[config.mk]
export PLATFORM = sky130hd
export DESIGN_NAME = sha256_message_hasher_top_flat
export DESIGN_NICKNAME = d
export VERILOG_FILES = /design/src/hw/rtl/sha256_pkg.sv /design/src/hw/rtl/sha256_if.sv /design/src/hw/rtl/sha256_front.sv /design/src/hw/rtl/sha256_queue.sv /design/src/hw/rtl/sha256_core.sv /design/src/hw/rtl/sha256_message_hasher_top.sv /design/src/flat_wrapper.sv
export VERILOG_INCLUDE_DIRS = /design/src /design/src/hw/rtl
export SDC_FILE = /design/constraint.sdc
export NUM_CORES = 2
export LEC_CHECK = 0
export BUFFER_PORTS_ARGS = -buffer_cell sky130_fd_sc_hd__buf_4
export CORE_MARGIN = 1.5
export CORE_UTILIZATION = 30
export DETAILED_ROUTE_END_ITERATION = 8
export PLACE_DENSITY = 0.44
export REMOVE_ABC_BUFFERS = 1
export SYNTH_ARGS = -nofsm -noshare
export SYNTH_HDL_FRONTEND = slang
export SYNTH_MEMORY_MAX_BITS = 65536
export SYNTH_SLANG_ARGS = --single-unit
[constraint.sdc]
create_clock -name clk -period 94.8 [get_ports clk]
set_input_delay 23.7 -clock clk [delete_from_list [all_inputs] [get_ports clk]]
set_output_delay 23.7 -clock clk [all_outputs]
set_load 0.02 [all_outputs]
[src/hw/rtl/sha256_message_hasher_top_macros.svh]
// assertion macros for the sha-256 message hasher
// no dependencies; taken in by the top level
`ifndef SHA256_MESSAGE_HASHER_TOP_MACROS_SVH
`define SHA256_MESSAGE_HASHER_TOP_MACROS_SVH
`ifndef SYNTHESIS
`define SHA_ASSERT_IMPL(label, clk, rst, ante, cons) \
  label: assert property (@(posedge clk) disable iff (rst) (ante) |-> (cons)) \
    else $error("assertion failed");
`define SHA_ASSERT_NEXT(label, clk, rst, ante, cons) \
  label: assert property (@(posedge clk) disable iff (rst) (ante) |=> (cons)) \
    else $error("assertion failed");
`else
`define SHA_ASSERT_IMPL(label, clk, rst, ante, cons)
`define SHA_ASSERT_NEXT(label, clk, rst, ante, cons)
`endif
`endif

[src/hw/rtl/sha256_pkg.sv]
// shared types, constants and round functions of the sha-256 hasher
// no dependencies
package sha256_pkg;

  localparam int unsigned BlkBits = 512;
  localparam logic [63:0] MaxBits = 64'hFFFF_FFFF_FFFF_FFF8;
  localparam logic [7:0]  PadMark = 8'h80;
  localparam logic [5:0]  LenPos  = 6'd56;
  localparam logic [5:0]  LastPos = 6'd63;

  typedef struct packed {
    logic [BlkBits-1:0] data;
    logic               last;
    logic               err;
  } blk_t;

  typedef struct packed {
    logic full;
    logic empty;
  } q_stat_t;

  typedef enum logic {F_IDLE, F_PAD} fstate_t;
  typedef enum logic [1:0] {B_IDLE, B_ROUND, B_ADD, B_OUT} bstate_t;

  function automatic logic [31:0] init_h(input logic [2:0] i);
    logic [31:0] v;
    case (i)
      3'd0: v = 32'h6a09e667;
      3'd1: v = 32'hbb67ae85;
      3'd2: v = 32'h3c6ef372;
      3'd3: v = 32'ha54ff53a;
      3'd4: v = 32'h510e527f;
      3'd5: v = 32'h9b05688c;
      3'd6: v = 32'h1f83d9ab;
      default: v = 32'h5be0cd19;
    endcase
    return v;
  endfunction

  function automatic logic [31:0] rotr(input logic [31:0] x, input int unsigned n);
    return (x >> n) | (x << (32 - n));
  endfunction

  function automatic logic [31:0] bsig0(input logic [31:0] x);
    return rotr(x, 2) ^ rotr(x, 13) ^ rotr(x, 22);
  endfunction

  function automatic logic [31:0] bsig1(input logic [31:0] x);
    return rotr(x, 6) ^ rotr(x, 11) ^ rotr(x, 25);
  endfunction

  function automatic logic [31:0] ssig0(input logic [31:0] x);
    return rotr(x, 7) ^ rotr(x, 18) ^ (x >> 3);
  endfunction

  function automatic logic [31:0] ssig1(input logic [31:0] x);
    return rotr(x, 17) ^ rotr(x, 19) ^ (x >> 10);
  endfunction

  function automatic logic [31:0] round_k(input logic [5:0] t);
    logic [31:0] v;
    case (t)
      6'd0:  v = 32'h428a2f98;  6'd1:  v = 32'h71374491;
      6'd2:  v = 32'hb5c0fbcf;  6'd3:  v = 32'he9b5dba5;
      6'd4:  v = 32'h3956c25b;  6'd5:  v = 32'h59f111f1;
      6'd6:  v = 32'h923f82a4;  6'd7:  v = 32'hab1c5ed5;
      6'd8:  v = 32'hd807aa98;  6'd9:  v = 32'h12835b01;
      6'd10: v = 32'h243185be;  6'd11: v = 32'h550c7dc3;
      6'd12: v = 32'h72be5d74;  6'd13: v = 32'h80deb1fe;
      6'd14: v = 32'h9bdc06a7;  6'd15: v = 32'hc19bf174;
      6'd16: v = 32'he49b69c1;  6'd17: v = 32'hefbe4786;
      6'd18: v = 32'h0fc19dc6;  6'd19: v = 32'h240ca1cc;
      6'd20: v = 32'h2de92c6f;  6'd21: v = 32'h4a7484aa;
      6'd22: v = 32'h5cb0a9dc;  6'd23: v = 32'h76f988da;
      6'd24: v = 32'h983e5152;  6'd25: v = 32'ha831c66d;
      6'd26: v = 32'hb00327c8;  6'd27: v = 32'hbf597fc7;
      6'd28: v = 32'hc6e00bf3;  6'd29: v = 32'hd5a79147;
      6'd30: v = 32'h06ca6351;  6'd31: v = 32'h14292967;
      6'd32: v = 32'h27b70a85;  6'd33: v = 32'h2e1b2138;
      6'd34: v = 32'h4d2c6dfc;  6'd35: v = 32'h53380d13;
      6'd36: v = 32'h650a7354;  6'd37: v = 32'h766a0abb;
      6'd38: v = 32'h81c2c92e;  6'd39: v = 32'h92722c85;
      6'd40: v = 32'ha2bfe8a1;  6'd41: v = 32'ha81a664b;
      6'd42: v = 32'hc24b8b70;  6'd43: v = 32'hc76c51a3;
      6'd44: v = 32'hd192e819;  6'd45: v = 32'hd6990624;
      6'd46: v = 32'hf40e3585;  6'd47: v = 32'h106aa070;
      6'd48: v = 32'h19a4c116;  6'd49: v = 32'h1e376c08;
      6'd50: v = 32'h2748774c;  6'd51: v = 32'h34b0bcb5;
      6'd52: v = 32'h391c0cb3;  6'd53: v = 32'h4ed8aa4a;
      6'd54: v = 32'h5b9cca4f;  6'd55: v = 32'h682e6ff3;
      6'd56: v = 32'h748f82ee;  6'd57: v = 32'h78a5636f;
      6'd58: v = 32'h84c87814;  6'd59: v = 32'h8cc70208;
      6'd60: v = 32'h90befffa;  6'd61: v = 32'ha4506ceb;
      6'd62: v = 32'hbef9a3f7;  default: v = 32'hc67178f2;
    endcase
    return v;
  endfunction

endpackage

[src/hw/rtl/sha256_if.sv]
// channel interfaces of the sha-256 hasher: message bytes in, digest words out
// no dependencies
interface sha256_in_if;
  logic       valid;
  logic       ready;
  logic [7:0] data_byte;
  logic       byte_present;
  logic       message_end;
  modport source (output valid, data_byte, byte_present, message_end, input ready);
  modport sink (input valid, data_byte, byte_present, message_end, output ready);
endinterface

interface sha256_out_if;
  logic        valid;
  logic        ready;
  logic [31:0] digest_word;
  logic [2:0]  word_number;
  logic        final_word;
  logic        length_error;
  modport source (output valid, digest_word, word_number, final_word, length_error,
                  input ready);
  modport sink (input valid, digest_word, word_number, final_word, length_error,
                output ready);
endinterface

[src/hw/rtl/sha256_front.sv]
// front end: packs message bytes into 512-bit blocks, pads at message end
// depends on sha256_pkg and sha256_in_if
module sha256_front (
  input  logic                clk,
  input  logic                rst,
  sha256_in_if.sink           msg,
  input  sha256_pkg::q_stat_t q_stat,
  output logic                push,
  output sha256_pkg::blk_t    push_blk
);

  sha256_pkg::fstate_t state, state_next;
  logic [sha256_pkg::BlkBits-1:0] sbuf;
  logic [5:0]  pos;
  logic [63:0] bit_count;
  logic        ovf;
  logic [63:0] len_q;
  logic        err_q;
  logic        pad_first;
  logic        extra;

  logic        fire;
  logic        shift_en;
  logic [7:0]  byte_val;
  logic        wide_pad;
  logic        last_blk;
  logic [63:0] bc_after;
  logic        ovf_after;

  assign fire = msg.valid && msg.ready;
  // 0x80 landing in the length field forces one more block
  assign wide_pad = pad_first && (pos >= sha256_pkg::LenPos);
  assign bc_after = (fire && msg.byte_present) ? bit_count + 64'd8 : bit_count;
  assign ovf_after = ovf || (fire && msg.byte_present && bit_count == sha256_pkg::MaxBits);

  always_comb begin
    state_next = state;
    msg.ready  = 1'b0;
    shift_en   = 1'b0;
    byte_val   = msg.data_byte;
    last_blk   = 1'b0;
    case (state)
      sha256_pkg::F_IDLE: begin
        msg.ready = !q_stat.full;
        shift_en  = fire && msg.byte_present;
        if (fire && msg.message_end) state_next = sha256_pkg::F_PAD;
      end
      sha256_pkg::F_PAD: begin
        shift_en = !(pos == sha256_pkg::LastPos && q_stat.full);
        if (pad_first) begin
          byte_val = sha256_pkg::PadMark;
        end else if (pos >= sha256_pkg::LenPos && !extra) begin
          byte_val = len_q[{~pos[2:0], 3'b000} +: 8];
        end else begin
          byte_val = 8'h00;
        end
        last_blk = shift_en && pos == sha256_pkg::LastPos && !(extra || wide_pad);
        if (last_blk) state_next = sha256_pkg::F_IDLE;
      end
      default: state_next = sha256_pkg::F_IDLE;
    endcase
  end

  assign push = shift_en && pos == sha256_pkg::LastPos;
  assign push_blk.data = {sbuf[sha256_pkg::BlkBits-9:0], byte_val};
  assign push_blk.last = last_blk;
  assign push_blk.err  = err_q;

  always_ff @(posedge clk) begin
    if (rst) begin
      state <= sha256_pkg::F_IDLE;
    end else begin
      state <= state_next;
    end
  end

  always_ff @(posedge clk) begin
    if (rst) begin
      pos       <= '0;
      bit_count <= '0;
      ovf       <= 1'b0;
      pad_first <= 1'b0;
      extra     <= 1'b0;
    end else begin
      if (shift_en) pos <= pos + 6'd1;
      if (state == sha256_pkg::F_IDLE) begin
        bit_count <= bc_after;
        ovf       <= ovf_after;
        if (fire && msg.message_end) pad_first <= 1'b1;
      end else if (shift_en) begin
        pad_first <= 1'b0;
        if (push) begin
          extra <= 1'b0;
        end else if (wide_pad) begin
          extra <= 1'b1;
        end
        if (last_blk) begin
          bit_count <= '0;
          ovf       <= 1'b0;
        end
      end
    end
  end

  always_ff @(posedge clk) begin
    if (shift_en) sbuf <= push_blk.data;
    if (state == sha256_pkg::F_IDLE && fire && msg.message_end) begin
      len_q <= bc_after;
      err_q <= ovf_after;
    end
  end

endmodule

[src/hw/rtl/sha256_queue.sv]
// short block queue between the front end and the compression core
// depends on sha256_pkg
module sha256_queue #(
  parameter int unsigned DEPTH = 2
) (
  input  logic                clk,
  input  logic                rst,
  input  logic                push,
  input  sha256_pkg::blk_t    push_blk,
  input  logic                pop,
  output sha256_pkg::blk_t    head,
  output sha256_pkg::q_stat_t q_stat
);

  localparam int unsigned PtrW = $clog2(DEPTH);
  localparam int unsigned CntW = $clog2(DEPTH + 1);
  localparam logic [PtrW-1:0] LastSlot = PtrW'(DEPTH - 1);

  sha256_pkg::blk_t slots [DEPTH];
  logic [PtrW-1:0] wr_ptr, rd_ptr;
  logic [CntW-1:0] count;

  assign head         = slots[rd_ptr];
  assign q_stat.full  = count == CntW'(DEPTH);
  assign q_stat.empty = count == '0;

  always_ff @(posedge clk) begin
    if (rst) begin
      wr_ptr <= '0;
      rd_ptr <= '0;
      count  <= '0;
    end else begin
      if (push) wr_ptr <= (wr_ptr == LastSlot) ? '0 : wr_ptr + 1'b1;
      if (pop)  rd_ptr <= (rd_ptr == LastSlot) ? '0 : rd_ptr + 1'b1;
      if (push && !pop) begin
        count <= count + 1'b1;
      end else if (pop && !push) begin
        count <= count - 1'b1;
      end
    end
  end

  always_ff @(posedge clk) begin
    if (push) slots[wr_ptr] <= push_blk;
  end

endmodule

[src/hw/rtl/sha256_core.sv]
// back end: 64-round compression, one round a cycle, then digest word output
// depends on sha256_pkg and sha256_out_if
module sha256_core (
  input  logic                clk,
  input  logic                rst,
  input  sha256_pkg::q_stat_t q_stat,
  input  sha256_pkg::blk_t    head,
  output logic                pop,
  sha256_out_if.source        dig
);

  sha256_pkg::bstate_t state, state_next;
  logic [31:0] hw  [8];
  logic [31:0] wk  [8];
  logic [31:0] ws  [16];
  logic [5:0]  rnd;
  logic [2:0]  idx;
  logic        last_q;
  logic        err_q;

  logic [31:0] t1, t2, w_new;

  assign t1 = wk[7] + sha256_pkg::bsig1(wk[4]) + ((wk[4] & wk[5]) ^ (~wk[4] & wk[6]))
            + sha256_pkg::round_k(rnd) + ws[0];
  assign t2 = sha256_pkg::bsig0(wk[0]) + ((wk[0] & wk[1]) ^ (wk[0] & wk[2]) ^ (wk[1] & wk[2]));
  assign w_new = sha256_pkg::ssig1(ws[14]) + ws[9] + sha256_pkg::ssig0(ws[1]) + ws[0];

  assign dig.digest_word  = hw[idx];
  assign dig.word_number  = idx;
  assign dig.final_word   = idx == 3'd7;
  assign dig.length_error = err_q;

  always_comb begin
    state_next = state;
    pop        = 1'b0;
    dig.valid  = 1'b0;
    case (state)
      sha256_pkg::B_IDLE: begin
        pop = !q_stat.empty;
        if (pop) state_next = sha256_pkg::B_ROUND;
      end
      sha256_pkg::B_ROUND: begin
        if (rnd == 6'd63) state_next = sha256_pkg::B_ADD;
      end
      sha256_pkg::B_ADD: begin
        state_next = last_q ? sha256_pkg::B_OUT : sha256_pkg::B_IDLE;
      end
      sha256_pkg::B_OUT: begin
        dig.valid = 1'b1;
        if (dig.ready && idx == 3'd7) state_next = sha256_pkg::B_IDLE;
      end
      default: state_next = sha256_pkg::B_IDLE;
    endcase
  end

  always_ff @(posedge clk) begin
    if (rst) begin
      state <= sha256_pkg::B_IDLE;
    end else begin
      state <= state_next;
    end
  end

  always_ff @(posedge clk) begin
    if (rst) begin
      rnd <= '0;
      idx <= '0;
      for (int i = 0; i < 8; i++) hw[i] <= sha256_pkg::init_h(3'(i));
    end else begin
      case (state)
        sha256_pkg::B_IDLE: begin
          rnd <= '0;
          idx <= '0;
        end
        sha256_pkg::B_ROUND: rnd <= rnd + 6'd1;
        sha256_pkg::B_ADD: begin
          for (int i = 0; i < 8; i++) hw[i] <= hw[i] + wk[i];
        end
        sha256_pkg::B_OUT: begin
          if (dig.ready) begin
            idx <= idx + 3'd1;
            // digest taken, chaining value back to its initial form
            if (idx == 3'd7) begin
              for (int i = 0; i < 8; i++) hw[i] <= sha256_pkg::init_h(3'(i));
            end
          end
        end
        default: rnd <= '0;
      endcase
    end
  end

  always_ff @(posedge clk) begin
    if (pop) begin
      last_q <= head.last;
      err_q  <= head.err;
      for (int i = 0; i < 8; i++) wk[i] <= hw[i];
      for (int i = 0; i < 16; i++) ws[i] <= head.data[sha256_pkg::BlkBits-1-32*i -: 32];
    end else if (state == sha256_pkg::B_ROUND) begin
      wk[7] <= wk[6];
      wk[6] <= wk[5];
      wk[5] <= wk[4];
      wk[4] <= wk[3] + t1;
      wk[3] <= wk[2];
      wk[2] <= wk[1];
      wk[1] <= wk[0];
      wk[0] <= t1 + t2;
      for (int i = 0; i < 15; i++) ws[i] <= ws[i+1];
      ws[15] <= w_new;
    end
  end

endmodule

[src/hw/rtl/sha256_message_hasher_top.sv]
// top level of the sha-256 message hasher: front end, block queue, compression core
// depends on sha256_pkg, sha256_if, sha256_front, sha256_queue, sha256_core
//
// channel | dir | payload                                             | beat
// msg     | in  | data_byte, byte_present, message_end                | one message byte
// dig     | out | digest_word, word_number, final_word, length_error  | one digest word
//
// bytes are taken one a cycle while the block queue has room and no padding is under way; a full block is
// handed over on its 64th byte. per block the core steps through one load,
// 64 rounds (one round unit, one round a cycle) and one chaining add.
// a message end adds 9 to 72 padding bytes in the front end (rest of the block,
// plus a whole block when the length no longer fits), then eight digest beats follow.
// reset is synchronous and needs no clearing pass.
// a stalled digest beat holds the core; the front end keeps filling the queue.
`include "sha256_message_hasher_top_macros.svh"
module sha256_message_hasher_top #(
  parameter int unsigned QUEUE_DEPTH = 2
) (
  input logic          clk,
  input logic          rst,
  sha256_in_if.sink    msg,
  sha256_out_if.source dig
);

  logic                push, pop;
  sha256_pkg::blk_t    push_blk, head;
  sha256_pkg::q_stat_t q_stat;

  // byte packing and padding
  sha256_front u_front (
    .clk      (clk),
    .rst      (rst),
    .msg      (msg),
    .q_stat   (q_stat),
    .push     (push),
    .push_blk (push_blk)
  );

  // decouples the front end from the round engine
  sha256_queue #(.DEPTH(QUEUE_DEPTH)) u_queue (
    .clk      (clk),
    .rst      (rst),
    .push     (push),
    .push_blk (push_blk),
    .pop      (pop),
    .head     (head),
    .q_stat   (q_stat)
  );

  // compression rounds and digest output
  sha256_core u_core (
    .clk    (clk),
    .rst    (rst),
    .q_stat (q_stat),
    .head   (head),
    .pop    (pop),
    .dig    (dig)
  );

  // a block is never handed to a full queue unless a block leaves it in the same cycle
  `SHA_ASSERT_IMPL(a_no_push_full, clk, rst, push, !q_stat.full || pop)
  // a byte is only taken with room in the queue
  `SHA_ASSERT_IMPL(a_take_room, clk, rst, msg.valid && msg.ready, !q_stat.full)
  // the digest ends after its eighth beat
  `SHA_ASSERT_NEXT(a_digest_end, clk, rst, dig.valid && dig.ready && dig.final_word, !dig.valid)

endmodule
[src/flat_wrapper.sv]
// flat-port wrapper written by rule: the top's interface ports become plain ports
module sha256_message_hasher_top_flat 
#(
  parameter int unsigned QUEUE_DEPTH = 2
)
  (clk, rst, msg_valid, msg_data_byte, msg_byte_present, msg_message_end, msg_ready, dig_valid, dig_digest_word, dig_word_number, dig_final_word, dig_length_error, dig_ready);
  sha256_in_if msg_i ();
  sha256_out_if dig_i ();
  input logic clk;
  input logic rst;
  input wire logic [$bits(msg_i.valid)-1:0] msg_valid;
  input wire logic [$bits(msg_i.data_byte)-1:0] msg_data_byte;
  input wire logic [$bits(msg_i.byte_present)-1:0] msg_byte_present;
  input wire logic [$bits(msg_i.message_end)-1:0] msg_message_end;
  output wire logic [$bits(msg_i.ready)-1:0] msg_ready;
  output wire logic [$bits(dig_i.valid)-1:0] dig_valid;
  output wire logic [$bits(dig_i.digest_word)-1:0] dig_digest_word;
  output wire logic [$bits(dig_i.word_number)-1:0] dig_word_number;
  output wire logic [$bits(dig_i.final_word)-1:0] dig_final_word;
  output wire logic [$bits(dig_i.length_error)-1:0] dig_length_error;
  input wire logic [$bits(dig_i.ready)-1:0] dig_ready;
  assign msg_i.valid = msg_valid;
  assign msg_i.data_byte = msg_data_byte;
  assign msg_i.byte_present = msg_byte_present;
  assign msg_i.message_end = msg_message_end;
  assign msg_ready = msg_i.ready;
  assign dig_valid = dig_i.valid;
  assign dig_digest_word = dig_i.digest_word;
  assign dig_word_number = dig_i.word_number;
  assign dig_final_word = dig_i.final_word;
  assign dig_length_error = dig_i.length_error;
  assign dig_i.ready = dig_ready;
  sha256_message_hasher_top #(.QUEUE_DEPTH(QUEUE_DEPTH)) u_core (.clk(clk), .rst(rst), .msg(msg_i), .dig(dig_i));
endmodule
==> summary.txt <==
Outcome
  – Outcome: finished clean

STA
  – Setup Viol. Count Final: 0
  – Slew Limit Headroom: 0.125
  – Max Slew Vio Count: 0
  – Actual slew at the worst max-slew pin: 1.31 ns
  – RSZ-0062 raised after global routing: no
  – Fmax: 36.4 MHz
  – Fin. Hold Viols: 0
  – Final Skew: 0.0648 ns
  – Setup TNS: 0 ns
  – Final period utilization: 0.289
  – Hold slack: 0.429 ns
  – Post-route minimum period: 27.44 ns

Worst setup path
  – Crit Path Class: reg2out
  – Slowest stage cell on the critical path: dfxtp_4
  – Crit start category: flip-flop
  – Crit-path most repeated cell: buf_4
  – Max incr delay on CP: 0.91 ns
  – Worst-path maximum fanout: 36
  – Crit path required time: 71.10 ns
  – Signal arrival time at the worst endpoint: 3.74 ns
  – Worst Setup End Kind: primary output
  – CP cell instances: buf_4, mux4_2, mux2_2, buf_4

Clock tree
  – # hold bufs at CTS: 0
  – Clk Latency, worst-skew pair: 0.94 ns
  – Cts bufs inserted: 322
  – Reg clk slew, reported paths: 0.06 ns
  – CTS tree: built
  – Clock buffer depth: 4
  – H-tree depth: 5
  – # resized after CTS: 0
  – Postcts setup bufs: 0
  – Root Buffer: clkbuf_16
  – Clock Sinks: 2742

Synth
  – #FFs+latches synth: 2742
  – Post-synth EDFFs: roughly 2.5k
  – Netlist cell types: 100
  – Mapped Area: 129000 µm²
  – Seq/Total Area, Yosys: 0.618
  – Post-Synthesis Cells: 10.2k
  – Synth warnings: 0
  – Post-Syn Area per Cell: between 10 and 15 µm²
  – Synth async-reset ratio: 0
  – Synth Flop Type: edfxtp_1

Routing
  – Final antenna-violating net count: 0
  – WL/cell: 23.6 µm
  – WL final: about 380000 µm
  – DRC: 0
  – Initial DRC count: roughly 5.6k
  – Vias: 79.8k
  – Vias/cell: around 5
  – Drt pass-1 iters: 5

Floorplan
  – Die area: between 400000 and 500000 µm²
  – Rows: 240
  – IO Count: 53
  – Core ar.: 428000 µm²
  – Die Y: approximately 660 µm
  – Starting Density: 0.302
  – Die X: 659 µm

Final layout
  – Share of layout cells above drive strength 1: 0.0870
  – Layout area overhead: 13.3%
  – Post-layout nets: between 10k and 15k

Global route
  – Pin count of the biggest net entering global routing: 196
  – Overflow after GRT: 0
  – Antenna violations before repair: 10
  – Vias in the first global route: around 82k
  – First-pass GRT wire length: 560000 µm
  – Total Routing Usage GR: 0.171

Place
  – Detailed placer's ending HPWL: 260000 µm
  – GPL Wtd Cong: 0.899
  – I/O Buffers: 52

Job
  – Max cap viols: 0

Min path
  – Min-Delay Path Class: reg2reg
-- cell type report --
| class | instances | area, µm² |
|---|---|---|
| timing repair buffer | 200 | 1610 |
| antenna | 3 | 7.51 |
| sequential | 2742 | 79900 |
| fill | 41900 | 282000 |
| tap | 5687 | 7120 |
| multi-input combinational | 6624 | 46400 |
| clock inverter | 176 | 1740 |
| clock buffer | 408 | 8580 |
| inverter | 313 | 1180 |
-- cell families (layout without fill, tap and decap cells) --
family | count (synthesis) | after routing | synth area share
compound gates | 2144 | 2144 | 0.0996
xor+xnor | 608 | 608 | 0.0413
fa+ha+maj | 594 | 594 | 0.0688
buf+inv | 816 | 1097 | 0.0244
flops | 2742 | 2742 | 0.618
mux | 690 | 690 | 0.0616
other cells | 0 | 3 | 0
simple gates | 2588 | 2588 | 0.0866
-- flip-flops by register name, indices dropped and copies added (netlist names), named ones only --
name / cells
u_core.u_queue.slots: 1028
u_core.u_core.ws: 512
u_core.u_front.sbuf: 504
u_core.u_core.hw: 256
u_core.u_core.wk: 256
u_core.u_front.bit_count: 61
u_core.u_front.len_q: 61
u_core.u_core.rnd: 6
u_core.u_front.pos: 6
u_core.u_core.dig.word_number: 3
u_core.u_core.state: 2
u_core.u_queue.count: 2
u_core.u_core.dig.length_error: 1
u_core.u_core.last_q: 1
u_core.u_front.err_q: 1
u_core.u_front.extra: 1
u_core.u_front.ovf: 1
u_core.u_front.pad_first: 1
u_core.u_front.state: 1
u_core.u_queue.rd_ptr: 1
u_core.u_queue.wr_ptr: 1
-- cell usage after synthesis, types with 79 or more instances --
cell      number  area share
a211oi_1      80      0.0046
ha_1         395       0.038
o21a_1        79      0.0046
a21o_1       195       0.011
nor2_1       399       0.012
nor3_1       110      0.0043
nand2_1     1574       0.046
inv_1        309      0.0090
clkbuf_1     450       0.013
o21ai_0      905       0.035
mux2i_1      540       0.042
xor2_1       209       0.014
a21oi_1      453       0.018
xnor2_1      397       0.027
nand3_1      112      0.0043
dfxtp_1      250       0.039
fa_1         195       0.030
edfxtp_1    2492        0.58
-- path summary, 6_finish.rpt --
check | cells past startpoint | slack, ns | startpoint | to
max | 4 | 67.36 | flip-flop | dig_digest_word[27]
min | 0 | 0.43 | u_core.u_front.sbuf[502]$_DFFE_PP_ | u_core.u_queue.slots[0][512]$_DFFE_PP_
min reg2reg | 0 | 0.43 | u_core.u_front.sbuf[502]$_DFFE_PP_ | u_core.u_queue.slots[0][512]$_DFFE_PP_
max reg2reg | 32 | 84.41 | u_core.u_core.wk[1][27]$_DFFE_PP_ | u_core.u_core.wk[0][31]$_DFFE_PP_
-- metrics by stage --
step	util	instance area, µm²	cells	setup WS (ns)
floorplan	-	127000	9679	35.18
global placement	0.318	136000	15600	66.51
detailed placement	0.318	136000	15600	66.40
CTS	0.342	146000	16200	67.15
global route	0.342	146000	16200	67.12
finish	0.342	146000	16200	67.36
-- critical path, delay by kind of cell, from the launching register on --
family	cells	cell delay, ns
DFF	1	0.91
buffers and inverters	2	0.81
muxes	2	1.01
-- layer usage --
metal	part of all wire	vias to the layer above	track usage
li1	-	37400	-
met1	0.44	40100	0.224
met2	0.49	1680	0.296
met3	0.033	622	0.0165
met4	0.038	0	0.0607
met5	0	-	0
-- layout by cell type (no fill, tap or decap), types with 46 or more instances in the layout --
master,count
nand3_1,112
a21o_1,195
xnor2_1,397
a211oi_1,80
mux2_2,73
nor3_1,110
nand2b_1,52
a31oi_1,46
clkbuf_1,73
clkinv_2,56
mux4_2,77
o211ai_1,74
o21ai_0,905
ha_1,395
xor2_1,208
o21a_1,79
clkinv_1,54
nor2b_1,55
edfxtp_1,2492
mux2i_1,539
nand2_1,1570
dfxtp_1,245
fa_1,195
buf_4,191
nor2_1,397
a21oi_1,453
inv_1,305
o21bai_1,46
clkbuf_16,328
Power is left out: the tool's default activity adds up to more than one toggle a clock period on the data nets, which glitch-free logic cannot reach.
